File: config.mk
export PLATFORM = sky130hd
export DESIGN_NAME = i2c_master_batch_sequencer_top_flat
export DESIGN_NICKNAME = d
export VERILOG_FILES = /design/src/sv/i2cms_pkg.sv /design/src/sv/i2cms_if.sv /design/src/sv/i2cms_ctrl.sv /design/src/sv/i2cms_datapath.sv /design/src/sv/i2c_master_batch_sequencer_top.sv /design/src/flat_wrapper.sv
export SDC_FILE = /design/constraint.sdc
export NUM_CORES = 2
export LEC_CHECK = 0
export BUFFER_PORTS_ARGS = -buffer_cell sky130_fd_sc_hd__buf_2
export CORE_UTILIZATION = 58
export CTS_BUF_LIST = sky130_fd_sc_hd__clkbuf_8
export DETAILED_ROUTE_END_ITERATION = 10
export PLACE_DENSITY_LB_ADDON = 0.05
export SYNTH_ARGS = -nofsm -noshare
export SYNTH_HDL_FRONTEND = slang
export SYNTH_SLANG_ARGS = --single-unit
export TNS_END_PERCENT = 100
File: constraint.sdc
create_clock -name clock -period 5.8 [get_ports clock]
set_input_delay 1.16 -clock clock [delete_from_list [all_inputs] [get_ports clock]]
set_output_delay 1.16 -clock clock [all_outputs]
set_load 0.05 [all_outputs]
File: src/sv/i2cms_pkg.sv
// i2cms_pkg: shared types and field widths for the i2c master batch sequencer
// no dependencies; imported by the channel interfaces and every module

package i2cms_pkg;

   // payload field widths, fixed by the item format
   localparam int OP_W   = 2;
   localparam int LEN_W  = 7;
   localparam int BYTE_W = 8;
   localparam int ADDR_W = 7;
   localparam int STAT_W = 4;
   localparam int CMD_W  = 3;
   localparam int IDX_W  = 6;

   typedef enum logic [OP_W-1:0] {
      OP_ADD_DESC = 2'd0,
      OP_ADD_BYTE = 2'd1,
      OP_START    = 2'd2,
      OP_STATUS   = 2'd3
   } op_type;

   // bus status codes reported by the bus side
   typedef enum logic [STAT_W-1:0] {
      BS_START        = 4'd0,
      BS_REP_START    = 4'd1,
      BS_MT_SLA_ACK   = 4'd2,
      BS_MT_SLA_NACK  = 4'd3,
      BS_MT_DATA_ACK  = 4'd4,
      BS_MR_SLA_ACK   = 4'd5,
      BS_MR_DATA_ACK  = 4'd6,
      BS_MR_DATA_NACK = 4'd7,
      BS_OTHER        = 4'd8
   } bus_status_type;

   typedef enum logic [CMD_W-1:0] {
      CMD_NONE    = 3'd0,
      CMD_START   = 3'd1,
      CMD_ADDR_W  = 3'd2,
      CMD_ADDR_R  = 3'd3,
      CMD_SEND    = 3'd4,
      CMD_RX_ACK  = 3'd5,
      CMD_RX_NACK = 3'd6,
      CMD_STOP    = 3'd7
   } bus_cmd_type;

   typedef enum logic {
      SEQ_IDLE = 1'b0,
      SEQ_EXEC = 1'b1
   } seq_state_type;

   // controller to datapath
   typedef struct packed {
      logic capture;   // latch the request and launch the store reads
      logic execute;   // evaluate the item, update state, load the result register
   } ctrl_cmd_type;

   // datapath to controller
   typedef struct packed {
      logic out_full;  // result register holds a transfer that is not taken this cycle
   } dp_status_type;

endpackage

File: src/sv/i2cms_if.sv
// i2cms_req_if / i2cms_rsp_if: valid/ready channels for requests and results
// depends on i2cms_pkg for the field widths

interface i2cms_req_if import i2cms_pkg::*; ();
   logic              valid;
   logic              ready;
   logic [OP_W-1:0]   operation;
   logic              is_write;
   logic [LEN_W-1:0]  length;
   logic [BYTE_W-1:0] data_byte;
   logic [ADDR_W-1:0] slave_address;
   logic [STAT_W-1:0] bus_status;

   modport source (output valid, operation, is_write, length, data_byte, slave_address,
                   bus_status, input ready);
   modport sink   (input valid, operation, is_write, length, data_byte, slave_address,
                   bus_status, output ready);
endinterface

interface i2cms_rsp_if import i2cms_pkg::*; ();
   logic              valid;
   logic              ready;
   logic [CMD_W-1:0]  bus_command;
   logic [BYTE_W-1:0] send_byte;
   logic              read_valid;
   logic [BYTE_W-1:0] read_byte;
   logic [IDX_W-1:0]  read_index;
   logic              batch_done;
   logic              unexpected;

   modport source (output valid, bus_command, send_byte, read_valid, read_byte, read_index,
                   batch_done, unexpected, input ready);
   modport sink   (input valid, bus_command, send_byte, read_valid, read_byte, read_index,
                   batch_done, unexpected, output ready);
endinterface

File: src/sv/i2cms_ctrl.sv
// i2cms_ctrl: two-state sequencing controller, one item at a time
// depends on i2cms_pkg for the state, command and status types

module i2cms_ctrl import i2cms_pkg::*; (
   input  logic          clock,
   input  logic          reset,
   input  logic          req_valid,
   output logic          req_ready,
   output ctrl_cmd_type  cmd,
   input  dp_status_type status
);

   seq_state_type state_ff;
   seq_state_type state_in;

   always_ff @(posedge clock) begin
      if (reset) begin
         state_ff <= SEQ_IDLE;
      end else begin
         state_ff <= state_in;
      end
   end

   // next state
   always_comb begin
      state_in = state_ff;
      unique case (state_ff)
         SEQ_IDLE: begin
            if (req_valid) state_in = SEQ_EXEC;
         end
         SEQ_EXEC: begin
            if (!status.out_full) state_in = SEQ_IDLE;
         end
         default: state_in = SEQ_IDLE;
      endcase
   end

   // outputs
   always_comb begin
      req_ready   = 1'b0;
      cmd.capture = 1'b0;
      cmd.execute = 1'b0;
      unique case (state_ff)
         SEQ_IDLE: begin
            req_ready   = 1'b1;
            cmd.capture = req_valid;
         end
         SEQ_EXEC: begin
            cmd.execute = !status.out_full;
         end
         default: ;
      endcase
   end

endmodule

File: src/sv/i2cms_datapath.sv
// i2cms_datapath: descriptor and write byte stores, batch state and result register
// depends on i2cms_pkg; driven by i2cms_ctrl through capture and execute

module i2cms_datapath import i2cms_pkg::*; #(
   parameter int MAX_TRANSACTIONS = 16,
   parameter int MAX_LENGTH       = 64,
   parameter int BYTE_STORE_DEPTH = 256
) (
   input  logic              clock,
   input  logic              reset,
   input  ctrl_cmd_type      cmd,
   output dp_status_type     status,
   input  logic [OP_W-1:0]   operation,
   input  logic              is_write,
   input  logic [LEN_W-1:0]  length,
   input  logic [BYTE_W-1:0] data_byte,
   input  logic [ADDR_W-1:0] slave_address,
   input  logic [STAT_W-1:0] bus_status,
   input  logic              rsp_ready,
   output logic              rsp_valid,
   output logic [CMD_W-1:0]  rsp_bus_command,
   output logic [BYTE_W-1:0] rsp_send_byte,
   output logic              rsp_read_valid,
   output logic [BYTE_W-1:0] rsp_read_byte,
   output logic [IDX_W-1:0]  rsp_read_index,
   output logic              rsp_batch_done,
   output logic              rsp_unexpected
);

   localparam int TIDX_W   = (MAX_TRANSACTIONS > 1) ? $clog2(MAX_TRANSACTIONS) : 1;
   localparam int CNT_W    = $clog2(MAX_TRANSACTIONS + 1);
   localparam int BAW      = $clog2(BYTE_STORE_DEPTH);
   localparam int BLP_W    = $clog2(BYTE_STORE_DEPTH + 1);
   localparam int LEN_TOP  = (1 << LEN_W) - 1;
   localparam int LEN_CAP  = (MAX_LENGTH > LEN_TOP) ? LEN_TOP : MAX_LENGTH;
   localparam int BRP_SPAN = $clog2(MAX_TRANSACTIONS * LEN_CAP + LEN_CAP + 1);
   localparam int POS_W    = (BRP_SPAN > BLP_W) ? BRP_SPAN : BLP_W;
   localparam logic [LEN_W:0]     MAXL    = (LEN_W + 1)'(MAX_LENGTH);
   localparam logic [POS_W-1:0]   DEPTH_P = POS_W'(BYTE_STORE_DEPTH);
   localparam logic [BLP_W-1:0]   DEPTH_L = BLP_W'(BYTE_STORE_DEPTH);
   localparam logic [CNT_W-1:0]   MAXT_C  = CNT_W'(MAX_TRANSACTIONS);

   // stores: descriptor entry is {is_write, clamped length}
   logic [LEN_W:0]      desc_mem [MAX_TRANSACTIONS];
   logic [BYTE_W-1:0]   byte_mem [BYTE_STORE_DEPTH];

   // captured request
   op_type              item_op_ff;
   logic                item_dir_ff;
   logic [LEN_W-1:0]    item_len_ff;
   logic [BYTE_W-1:0]   item_data_ff;
   logic [ADDR_W-1:0]   item_addr_ff;
   logic [STAT_W-1:0]   item_status_ff;
   logic [POS_W-1:0]    pos_ff;
   logic [LEN_W:0]      desc_rd_ff;
   logic [BYTE_W-1:0]   byte_rd_ff;

   // batch state
   logic [CNT_W-1:0]    count_ff, count_in;
   logic [BLP_W-1:0]    blp_ff, blp_in;
   logic [TIDX_W-1:0]   cur_ff, cur_in;
   logic [CNT_W-1:0]    left_ff, left_in;
   logic [LEN_W-1:0]    offset_ff, offset_in;
   logic [POS_W-1:0]    brp_ff, brp_in;
   logic [ADDR_W-1:0]   addr_ff, addr_in;

   // result register
   logic                rsp_valid_ff, rsp_valid_in;
   logic [CMD_W-1:0]    rsp_cmd_ff;
   logic [BYTE_W-1:0]   rsp_sbyte_ff;
   logic                rsp_rvalid_ff;
   logic [BYTE_W-1:0]   rsp_rbyte_ff;
   logic [IDX_W-1:0]    rsp_ridx_ff;
   logic                rsp_done_ff;
   logic                rsp_unexp_ff;

   logic [POS_W-1:0]    pos_cap;
   logic [LEN_W-1:0]    clamp_len;
   logic                desc_we, byte_we;
   logic                active, wr, do_finish;
   logic [LEN_W-1:0]    tlen, off_inc, off_wr;
   logic [POS_W-1:0]    fin_brp;
   logic [TIDX_W-1:0]   fin_cur;
   logic [CNT_W-1:0]    fin_left;
   bus_cmd_type         res_cmd;
   logic [BYTE_W-1:0]   res_sbyte;
   logic                res_rvalid;
   logic [BYTE_W-1:0]   res_rbyte;
   logic [IDX_W-1:0]    res_ridx;
   logic                res_done;
   logic                res_unexp;

   // byte position for a send, taken from the incoming status so the store read
   // can start at the accepting edge
   assign pos_cap = brp_ff + POS_W'(offset_ff)
                  + POS_W'(bus_status == BS_MT_DATA_ACK);

   assign clamp_len = (item_len_ff == '0)            ? LEN_W'(1)
                    : ({1'b0, item_len_ff} > MAXL)   ? MAXL[LEN_W-1:0]
                    : item_len_ff;

   always_ff @(posedge clock) begin
      if (cmd.capture) begin
         item_op_ff     <= op_type'(operation);
         item_dir_ff    <= is_write;
         item_len_ff    <= length;
         item_data_ff   <= data_byte;
         item_addr_ff   <= slave_address;
         item_status_ff <= bus_status;
         pos_ff         <= pos_cap;
         desc_rd_ff     <= desc_mem[cur_ff];
         if (pos_cap < DEPTH_P) byte_rd_ff <= byte_mem[pos_cap[BAW-1:0]];
      end
      if (desc_we) desc_mem[count_ff[TIDX_W-1:0]] <= {item_dir_ff, clamp_len};
      if (byte_we) byte_mem[blp_ff[BAW-1:0]] <= item_data_ff;
   end

   assign active   = (left_ff != '0);
   assign wr       = desc_rd_ff[LEN_W];
   assign tlen     = desc_rd_ff[LEN_W-1:0];
   assign off_inc  = offset_ff + LEN_W'(1);
   assign off_wr   = (item_status_ff == BS_MT_DATA_ACK) ? off_inc : offset_ff;
   assign fin_brp  = brp_ff + (wr ? POS_W'(tlen) : '0);
   assign fin_cur  = cur_ff + TIDX_W'(1);
   assign fin_left = left_ff - CNT_W'(1);

   always_comb begin
      count_in   = count_ff;
      blp_in     = blp_ff;
      cur_in     = cur_ff;
      left_in    = left_ff;
      offset_in  = offset_ff;
      brp_in     = brp_ff;
      addr_in    = addr_ff;
      desc_we    = 1'b0;
      byte_we    = 1'b0;
      do_finish  = 1'b0;
      res_cmd    = CMD_NONE;
      res_sbyte  = '0;
      res_rvalid = 1'b0;
      res_rbyte  = '0;
      res_ridx   = '0;
      res_done   = 1'b0;
      res_unexp  = 1'b0;

      unique case (item_op_ff)
         OP_ADD_DESC: begin
            if (!active && count_ff < MAXT_C) begin
               desc_we  = cmd.execute;
               count_in = count_ff + CNT_W'(1);
            end
         end
         OP_ADD_BYTE: begin
            if (!active && blp_ff < DEPTH_L) begin
               byte_we = cmd.execute;
               blp_in  = blp_ff + BLP_W'(1);
            end
         end
         OP_START: begin
            if (!active) begin
               addr_in   = item_addr_ff;
               cur_in    = '0;
               offset_in = '0;
               brp_in    = '0;
               left_in   = count_ff;
               if (count_ff != '0) res_cmd = CMD_START;
               else                res_done = 1'b1;
            end
         end
         OP_STATUS: begin
            if (!active) begin
               res_unexp = 1'b1;
            end else begin
               unique case (item_status_ff)
                  BS_START, BS_REP_START: begin
                     res_cmd   = wr ? CMD_ADDR_W : CMD_ADDR_R;
                     res_sbyte = {addr_ff, ~wr};
                  end
                  BS_MT_SLA_NACK: begin
                     if (!wr) res_unexp = 1'b1;
                     else     res_cmd   = CMD_START;
                  end
                  BS_MT_SLA_ACK, BS_MT_DATA_ACK: begin
                     if (!wr) begin
                        res_unexp = 1'b1;
                     end else if (off_wr >= tlen) begin
                        do_finish = 1'b1;
                     end else begin
                        offset_in = off_wr;
                        res_cmd   = CMD_SEND;
                        res_sbyte = (pos_ff < DEPTH_P) ? byte_rd_ff : '0;
                     end
                  end
                  BS_MR_SLA_ACK: begin
                     if (wr) res_unexp = 1'b1;
                     else    res_cmd = (tlen == off_inc) ? CMD_RX_NACK : CMD_RX_ACK;
                  end
                  BS_MR_DATA_ACK: begin
                     // ack on a byte that should have been the last one is refused
                     if (wr || off_inc >= tlen) begin
                        res_unexp = 1'b1;
                     end else begin
                        res_rvalid = 1'b1;
                        res_rbyte  = item_data_ff;
                        res_ridx   = offset_ff[IDX_W-1:0];
                        offset_in  = off_inc;
                        res_cmd    = (tlen == off_inc + LEN_W'(1)) ? CMD_RX_NACK : CMD_RX_ACK;
                     end
                  end
                  BS_MR_DATA_NACK: begin
                     if (wr) begin
                        res_unexp = 1'b1;
                     end else begin
                        res_rvalid = 1'b1;
                        res_rbyte  = item_data_ff;
                        res_ridx   = offset_ff[IDX_W-1:0];
                        do_finish  = 1'b1;
                     end
                  end
                  default: res_unexp = 1'b1;
               endcase
            end
         end
         default: ;
      endcase

      // close the current transaction: repeated start, or stop at the end of the batch
      if (do_finish) begin
         brp_in    = fin_brp;
         cur_in    = fin_cur;
         left_in   = fin_left;
         offset_in = '0;
         if (fin_left != '0) begin
            res_cmd = CMD_START;
         end else begin
            count_in = '0;
            blp_in   = '0;
            brp_in   = '0;
            cur_in   = '0;
            res_done = 1'b1;
            res_cmd  = CMD_STOP;
         end
      end
   end

   always_ff @(posedge clock) begin
      if (reset) begin
         count_ff  <= '0;
         blp_ff    <= '0;
         cur_ff    <= '0;
         left_ff   <= '0;
         offset_ff <= '0;
         brp_ff    <= '0;
         addr_ff   <= '0;
      end else if (cmd.execute) begin
         count_ff  <= count_in;
         blp_ff    <= blp_in;
         cur_ff    <= cur_in;
         left_ff   <= left_in;
         offset_ff <= offset_in;
         brp_ff    <= brp_in;
         addr_ff   <= addr_in;
      end
   end

   assign rsp_valid_in = cmd.execute | (rsp_valid_ff & ~rsp_ready);

   always_ff @(posedge clock) begin
      if (reset) begin
         rsp_valid_ff <= 1'b0;
      end else begin
         rsp_valid_ff <= rsp_valid_in;
      end
   end

   always_ff @(posedge clock) begin
      if (cmd.execute) begin
         rsp_cmd_ff    <= res_cmd;
         rsp_sbyte_ff  <= res_sbyte;
         rsp_rvalid_ff <= res_rvalid;
         rsp_rbyte_ff  <= res_rbyte;
         rsp_ridx_ff   <= res_ridx;
         rsp_done_ff   <= res_done;
         rsp_unexp_ff  <= res_unexp;
      end
   end

   assign status.out_full = rsp_valid_ff & ~rsp_ready;

   assign rsp_valid       = rsp_valid_ff;
   assign rsp_bus_command = rsp_cmd_ff;
   assign rsp_send_byte   = rsp_sbyte_ff;
   assign rsp_read_valid  = rsp_rvalid_ff;
   assign rsp_read_byte   = rsp_rbyte_ff;
   assign rsp_read_index  = rsp_ridx_ff;
   assign rsp_batch_done  = rsp_done_ff;
   assign rsp_unexpected  = rsp_unexp_ff;

endmodule

File: src/sv/i2c_master_batch_sequencer_top.sv
// i2c_master_batch_sequencer_top: i2c master sequencer for a batch of transactions
// depends on i2cms_pkg, i2cms_req_if / i2cms_rsp_if, i2cms_ctrl and i2cms_datapath
//
//   channel    direction   carries
//   req_chan   in          load descriptor / load write byte / start batch / bus status
//   rsp_chan   out         bus command with byte, received byte and index, done, unexpected
//
// each request is handled in order: the accepting edge latches it and reads both stores,
// and the execute edge updates the batch state and loads the result register
// a request can be accepted while the previous result still waits in the result register
// a stalled result holds the execute step of the next request until it is taken
// synchronous active high reset clears the batch state; the stores are not cleared

module i2c_master_batch_sequencer_top import i2cms_pkg::*; #(
   parameter int MAX_TRANSACTIONS = 16,
   parameter int MAX_LENGTH       = 64,
   parameter int BYTE_STORE_DEPTH = 256
) (
   input  logic        clock,
   input  logic        reset,
   i2cms_req_if.sink   req_chan,
   i2cms_rsp_if.source rsp_chan
);

   // controller and datapath meet only through these two groups
   ctrl_cmd_type  seq_cmd;
   dp_status_type dp_status;

   i2cms_ctrl u_ctrl (
      .clock     (clock),
      .reset     (reset),
      .req_valid (req_chan.valid),
      .req_ready (req_chan.ready),
      .cmd       (seq_cmd),
      .status    (dp_status)
   );

   i2cms_datapath #(
      .MAX_TRANSACTIONS (MAX_TRANSACTIONS),
      .MAX_LENGTH       (MAX_LENGTH),
      .BYTE_STORE_DEPTH (BYTE_STORE_DEPTH)
   ) u_datapath (
      .clock           (clock),
      .reset           (reset),
      .cmd             (seq_cmd),
      .status          (dp_status),
      .operation       (req_chan.operation),
      .is_write        (req_chan.is_write),
      .length          (req_chan.length),
      .data_byte       (req_chan.data_byte),
      .slave_address   (req_chan.slave_address),
      .bus_status      (req_chan.bus_status),
      .rsp_ready       (rsp_chan.ready),
      .rsp_valid       (rsp_chan.valid),
      .rsp_bus_command (rsp_chan.bus_command),
      .rsp_send_byte   (rsp_chan.send_byte),
      .rsp_read_valid  (rsp_chan.read_valid),
      .rsp_read_byte   (rsp_chan.read_byte),
      .rsp_read_index  (rsp_chan.read_index),
      .rsp_batch_done  (rsp_chan.batch_done),
      .rsp_unexpected  (rsp_chan.unexpected)
   );

   // one request in flight: no second transfer straight after an accepted one
   a_one_in_flight: assert property (@(posedge clock) disable iff (reset)
      (req_chan.valid && req_chan.ready) |=> !req_chan.ready)
      else $error("request accepted while another is in flight");

   // a result is never loaded over one that is still waiting
   a_no_overwrite: assert property (@(posedge clock) disable iff (reset)
      seq_cmd.execute |-> !dp_status.out_full)
      else $error("result register overwritten");

   // every executed request shows a result on the next cycle
   a_result_follows: assert property (@(posedge clock) disable iff (reset)
      seq_cmd.execute |=> rsp_chan.valid)
      else $error("executed request produced no result");

   // an unhandled status never also closes the batch
   a_done_vs_unexp: assert property (@(posedge clock) disable iff (reset)
      rsp_chan.valid |-> !(rsp_chan.batch_done && rsp_chan.unexpected))
      else $error("batch done flagged together with unexpected status");

endmodule
File: src/flat_wrapper.sv
// flat-port wrapper written by rule: the top's interface ports become plain ports
module i2c_master_batch_sequencer_top_flat import i2cms_pkg::*;
#(
   parameter int MAX_TRANSACTIONS = 16,
   parameter int MAX_LENGTH       = 64,
   parameter int BYTE_STORE_DEPTH = 256
)
  (clock, reset, req_chan_valid, req_chan_operation, req_chan_is_write, req_chan_length, req_chan_data_byte, req_chan_slave_address, req_chan_bus_status, req_chan_ready, rsp_chan_valid, rsp_chan_bus_command, rsp_chan_send_byte, rsp_chan_read_valid, rsp_chan_read_byte, rsp_chan_read_index, rsp_chan_batch_done, rsp_chan_unexpected, rsp_chan_ready);
  i2cms_req_if req_chan_i ();
  i2cms_rsp_if rsp_chan_i ();
  input  logic clock;
  input  logic reset;
  input wire logic [$bits(req_chan_i.valid)-1:0] req_chan_valid;
  input wire logic [$bits(req_chan_i.operation)-1:0] req_chan_operation;
  input wire logic [$bits(req_chan_i.is_write)-1:0] req_chan_is_write;
  input wire logic [$bits(req_chan_i.length)-1:0] req_chan_length;
  input wire logic [$bits(req_chan_i.data_byte)-1:0] req_chan_data_byte;
  input wire logic [$bits(req_chan_i.slave_address)-1:0] req_chan_slave_address;
  input wire logic [$bits(req_chan_i.bus_status)-1:0] req_chan_bus_status;
  output wire logic [$bits(req_chan_i.ready)-1:0] req_chan_ready;
  output wire logic [$bits(rsp_chan_i.valid)-1:0] rsp_chan_valid;
  output wire logic [$bits(rsp_chan_i.bus_command)-1:0] rsp_chan_bus_command;
  output wire logic [$bits(rsp_chan_i.send_byte)-1:0] rsp_chan_send_byte;
  output wire logic [$bits(rsp_chan_i.read_valid)-1:0] rsp_chan_read_valid;
  output wire logic [$bits(rsp_chan_i.read_byte)-1:0] rsp_chan_read_byte;
  output wire logic [$bits(rsp_chan_i.read_index)-1:0] rsp_chan_read_index;
  output wire logic [$bits(rsp_chan_i.batch_done)-1:0] rsp_chan_batch_done;
  output wire logic [$bits(rsp_chan_i.unexpected)-1:0] rsp_chan_unexpected;
  input wire logic [$bits(rsp_chan_i.ready)-1:0] rsp_chan_ready;
  assign req_chan_i.valid = req_chan_valid;
  assign req_chan_i.operation = req_chan_operation;
  assign req_chan_i.is_write = req_chan_is_write;
  assign req_chan_i.length = req_chan_length;
  assign req_chan_i.data_byte = req_chan_data_byte;
  assign req_chan_i.slave_address = req_chan_slave_address;
  assign req_chan_i.bus_status = req_chan_bus_status;
  assign req_chan_ready = req_chan_i.ready;
  assign rsp_chan_valid = rsp_chan_i.valid;
  assign rsp_chan_bus_command = rsp_chan_i.bus_command;
  assign rsp_chan_send_byte = rsp_chan_i.send_byte;
  assign rsp_chan_read_valid = rsp_chan_i.read_valid;
  assign rsp_chan_read_byte = rsp_chan_i.read_byte;
  assign rsp_chan_read_index = rsp_chan_i.read_index;
  assign rsp_chan_batch_done = rsp_chan_i.batch_done;
  assign rsp_chan_unexpected = rsp_chan_i.unexpected;
  assign rsp_chan_i.ready = rsp_chan_ready;
  i2c_master_batch_sequencer_top #(.MAX_TRANSACTIONS(MAX_TRANSACTIONS), .MAX_LENGTH(MAX_LENGTH), .BYTE_STORE_DEPTH(BYTE_STORE_DEPTH)) u_core (.clock(clock), .reset(reset), .req_chan(req_chan_i), .rsp_chan(rsp_chan_i));
endmodule
# == Yosys cells after proc, flatten, opt, wreduce, memory -nomap -nowiden ==
# Memories as Yosys holds them, arrays and structs flattened. A register that Yosys moved wholly into a read port is not among the register bits.
# Index checks and enable logic that the tools add are counted.
# totals
ff_bits,118
latchBits,0
mem_bits_rw,2176
romBits,0
word_cells,176
memories,2
# memory_table
name,depth,width,rd,rd_ports_with_merged_regs,write_ports,line,source
u_core.u_datapath.byte_mem,256,8,1,1,1,i2cms_datapath.sv:45,logic [BYTE_W-1:0] byte_mem [BYTE_STORE_DEPTH];
u_core.u_datapath.desc_mem,16,8,1,1,1,i2cms_datapath.sv:44,logic [LEN_W:0] desc_mem [MAX_TRANSACTIONS];
# classes
n_addsub,9
n_mul,0
n_div,0
order_cmp,7
n_eq_ne,20
shifts,0
muxes,87
bitwise_logic,6
reduce_logical,22
# op_table
operator,n
2-to-1 mux 7 bit,10
2-to-1 mux 11 bit,4
2-to-1 mux 8 bit,5
2-to-1 mux 9 bit,4
2-to-1 mux 5 bit,7
case mux 8 bit (2 select lines),2
2-to-1 mux 1 bit,31
case mux 7 bit (2 select lines),2
adder 11 x 7 -> 11 bit,2
< comparator 11 x 9 -> 1 bit (second input constant),2
2-to-1 mux 3 bit,7
== test 4 x 3 -> 1 bit (second input constant),5
2-to-1 mux 4 bit,4
case mux 3 bit (5 select lines),1
nonzero test 5 bit,3
adder 7 x 1 -> 7 bit (second input constant),2
== test 7 bit,2
greater-or-equal comparator 7 bit,2
2-to-1 mux 6 bit,2
!= test 4 bit (second input constant),3
case mux 6 bit (2 select lines),1
adder 11 x 1 -> 11 bit,1
adder 9 x 1 -> 9 bit (second input constant),1
< comparator 9 bit (second input constant),1
other kinds (32),47

# == Depth between registers and ports, before layout ==
# depth
depth_word,10
depth_mapped,17
ltp_nobuf,14

# == Hierarchy ==
# From an unflattened synthesis, not the netlist that was laid out.
# unflattened
hier_cells,4242
area_unflattened_um2,90571.9
# modules_own_cells
module,n_inst,cells_per_inst,area_per_inst_um2,seq_area_each_um2
i2cms_datapath,1,4236,90521.8,68605.8
i2cms_ctrl,1,6,50.0,20.0

# == Worst setup path after synthesis ==
# Ideal clock, no wire load.
# synth_path
path_type,input port to flip-flop
start,input req_chan_bus_status[1]
end,register u_core.u_datapath.byte_rd_ff[0] (read register of u_core.u_datapath.byte_mem) (enable)
setup_ns,0.398
arrival_time_ns,4.414
setup_slack_ns,0.988
stages,12
path_buffers,0
path_cell_list,nor4b_1 fa_1 inv_1 fa_1 nand2b_1 a21oi_1 a211o_1 a21o_1 nand2_1 or2_2 xnor2_1 nor4b_1
# synth_via
elab_chain_len,4
# synth_lines
item,line,source
start: declaration,flat_wrapper.sv:19,input wire logic [$bits(req_chan_i.bus_status)-1:0] req_chan_bus_status;
== test 4 x 3 -> 1 bit,i2cms_datapath.sv:96,+ POS_W'(bus_status == BS_MT_DATA_ACK);
adder 11 x 1 -> 11 bit,i2cms_datapath.sv:96,
net u_core.u_datapath.pos_cap[10],i2cms_datapath.sv:77,logic [POS_W-1:0] pos_cap;
< comparator 11 x 9 -> 1 bit,i2cms_datapath.sv:112,if (pos_cap < DEPTH_P) byte_rd_ff <= byte_mem[pos_cap[BAW-1:0]];
AND reduction 2 bit (no line),n/a,
end: declaration,i2cms_datapath.sv:56,logic [BYTE_W-1:0] byte_rd_ff;
# The timed path passes the listed nets, and every way through them passes these cells.
# A chain may end at the register's enable or synchronous reset.

# == Final worst setup path ==
# layout_path
start,input req_chan_bus_status[1]
end,"register u_core.u_datapath.byte_rd_ff[2] (read register of u_core.u_datapath.byte_mem), data pin"
# layout_via
elab_chain_len,4
# layout_lines
item,line
== test 4 x 3 -> 1 bit *,i2cms_datapath.sv:96
adder 11 x 1 -> 11 bit *,i2cms_datapath.sv:96
< comparator 11 x 9 -> 1 bit,i2cms_datapath.sv:112
AND reduction 2 bit (no line),n/a
# Mark *: on every way between the ends. The rest lies on a longest branch, timed or not.

==> qor.yml <==
clock_tree:
  cts-root-buf: "clkbuf_8"
  path_clk_slew_ps: 60
  worstSkewPairLatency_ps: 1040
  hold_buffers: 0
  cts_buffer_depth: 4
  cts.repair.resized: 0
  cts_sinks: 2302
  numCtsBuffers: 380
  postCtsSetupBuffers: 0
  cts_max_level: 5
  cts_tree: "yes"
routing:
  vias: 45336
  drt-pass1-iter-count: 5
  via_per_inst: 6.324
  drtIter0Drc: 4899
  drc: 0
  drt-wirelength-per-cell_um: 30.18
  antenna_left: 0
  wirelength_mm: 216.4
timing:
  hold_viol: 0
  rsz0062_at_grt: "false"
  fin_crit_ps: 5398
  setup_viol_count_final: 0
  fmax_mhz: 185.2
  worstMarginPinSlew_ps: 1268
  setup_ws_ps: 401.8
  finalCritPeriodShare_pct: 93.07
  drv_slew: 0
  slew_headroom_pct: 14.71
  fin_skew_ps: 71.99
outcome:
  status: "finished, final reports clean"
layout:
  drive_gt1_share_pct: 27.52
  utilization_pct: 65.60
  syn2layout_area_growth_pct: 11.79
  final_common_cell: "edfxtp_1"
  layout_common_cells: "edfxtp_1, mux4_2, clkbuf_8"
  nFillCells: 10408
  final_nets: 4918
global_route:
  grt_pass1_vias: 45747
  track_usage_pct: 27.90
  antenna_found_initial: 9
  grt_max_degree: 186
  globalRoute.totalOverflow: 0
  grt_pass1_wl_mm: 316.0
placed_design:
  hpwlAfterDp_mm: 130.6
  detailedPlace.worstSlack_ps: -563.0
  io_buffers: 62
  routabilityCongestion: 0.8818
die:
  num_io_pins: 63
  initial_core_util_pct: 58.68
  die_width_um: 397.7
  die_area_um2: 158200
  die_h_um: 397.7
  num_rows: 144
  coreArea_um2: 154800
power_and_ir_drop:
  power.density_nw_per_um2: 317.9
  internal_power_uw: 25310
  p_switching_uw: 6971
  p_comb_share_pct: 3.2
  irDropWorstVdd_mv: 0.3832
  seqPwrFrac_pct: 57.0
  clkPwrFrac_pct: 39.8
  swShare_pct: 21.60
  fin_total_pwr_uw: 32280
  leakage_uw: 0.03267
setup_path:
  critPathSlowestCell: "fa_4"
  critPathTopFamily: "adder cells"
  cp_slowest_stage_delay_ps: 920
  worstPathCellList: "buf_2 > nor4b_1 > buf_4 > fa_4 > inv_1 > fa_4 > buf_12 > buf_4 > mux4_2 > mux4_2 > nand2_1 > nand2_1 > o211ai_1 > nor4_1"
  critPathKind: "in2reg"
  critical_path.max_fanout: 41
  endpoint_kind: "flop"
  crit_buf_inv: 5
  required_ps: 6500
  crit_arrival_ps: 6100
  start_kind: "input port"
yosys:
  synth_edf_count: 2252
  synth_warnings: 0
  synth_largest_area_cell: "edfxtp_1"
  synth_area_um2: 90820
  syn_inst: 4425
  synth_top_area_share_pct: 74.46
  synth.area.top_cells: "edfxtp_1, mux4_2, nor2_1"
  async_flop_share_pct: 0
  ys_seq_area_share_pct: 75.56
  syn_area_per_cell_um2: 20.53
  ys.flop_type: "edfxtp_1"
  ys_ff_latch: 2302
  yosysUniqueCellTypes: 75
  syn_nets: 4502
flow_run:
  max_cap_violations: 0
hold_path:
  hold_class: "in2reg"
## metal layers
metal,track usage [%],share of wire (%)
met4,7.919,2.7
met2,43.18,48
met5,0,0.018
met3,5.191,8.2
met1,41.29,41
## cell usage after synthesis, drive strengths merged (5+ instances only)
| cell type | instances |
|---|---|
| edfxtp | 2252 |
| mux4 | 632 |
| nor2 | 379 |
| nand2 | 286 |
| clkbuf | 124 |
| buf | 115 |
| dfxtp | 50 |
| a21oi | 45 |
| nand3 | 42 |
| o21ai | 42 |
| o22ai | 42 |
| ha | 41 |
| xnor2 | 37 |
| and2 | 29 |
| mux2i | 28 |
| inv | 27 |
| nor3 | 27 |
| a211oi | 22 |
| and3 | 21 |
| mux2 | 17 |
| xor2 | 16 |
| nor2b | 15 |
| nand4 | 14 |
| nor4 | 14 |
| a21o | 10 |
| o211ai | 10 |
| a221oi | 9 |
| o221ai | 9 |
| a22oi | 8 |
| or3 | 8 |
| nand2b | 7 |
| o21bai | 5 |
## worst reg2reg max path: cells and delay by family, from the launching register on
family	cells	cell delay [ps]
AND/OR/NAND/NOR	6	3860
flip-flops	1	350
adder cells (fa/ha/maj)	1	200
buffers and inverters	1	100
## flip-flops by register name (all words and copies together), names as in the netlist, 8 cells and up
register / count
u_core.u_datapath.brp_ff: 11
u_core.u_datapath.byte_mem: 2048
u_core.u_datapath.byte_rd_ff: 8
u_core.u_datapath.desc_rd_ff: 8
u_core.u_datapath.blp_ff: 9
u_core.u_datapath.item_data_ff: 8
u_core.u_datapath.rsp_read_byte: 8
u_core.u_datapath.rsp_send_byte: 8
u_core.u_datapath.desc_mem: 128
## cell families (layout without fill, tap and decap cells)
group                      count (synthesis)  after routing  share of synthesized area (%)
xor gates and xnor gates                  53             53                         0.5194
muxes                                    677            677                          16.19
other                                      0              9                              0
AOI/OAI and AO/OA                        224            224                          1.649
buffers and inverters                    266            957                          1.384
DFF                                     2302           2302                          75.56
and+or+nand+nor                          858            858                          4.056
adders and majority gates                 45             45                         0.6420
## worst paths after layout
check                           slack [ps]                                end                    startpoint  cells after the start
worst max-delay path                   400    u_core.u_datapath.byte_rd_ff[2]        req_chan_bus_status[1]                     14
worst min-delay path                   300   u_core.u_datapath.item_len_ff[3]            req_chan_length[3]                      1
worst max register to register         930  u_core.u_datapath.byte_mem[35][0]  u_core.u_datapath.left_ff[0]                      8
worst min register to register         450       u_core.u_datapath.addr_ff[6]  u_core.u_datapath.addr_ff[6]                      2
## stage by stage
stage	hold WS [ps]	std cells	TNS [ps]	area [um2]
after CTS	197.9	7160	0	101500
after global placement	444.3	6503	-3338	94830
final	298.2	7169	0	101500
after floorplan	436.0	4425	0	90820
after global routing	216.6	7161	0	101500
after detailed placement	446.2	6503	-3420	94830
## power by group through the flow
| stage | Sequential, uW | Combinational (uW) | Clock [uW] |
|---|---|---|---|
| final | 18400 | 1050 | 12800 |
| after global routing | 18400 | 1120 | 13700 |
| after CTS | 18400 | 1060 | 13100 |
| after detailed placement | 18700 | 1060 | 0 |
| after global placement | 18700 | 1040 | 0 |
| after floorplan | 18900 | 501 | 0 |
## area by class of cell
class | instances | area [um2] | area share (%)
multi-input cells | 1857 | 21060 | 20.74
inverters | 27 | 101.3 | 0.09982
repair buffers | 273 | 2482 | 2.445
clock buffers | 390 | 5368 | 5.287
diodes | 9 | 22.52 | 0.02218
flip-flops and latches | 2302 | 68630 | 67.59
well taps | 2044 | 2557 | 2.519
clock inverters | 267 | 1314 | 1.294
No activity file was read; power rests on OpenSTA's default activity.
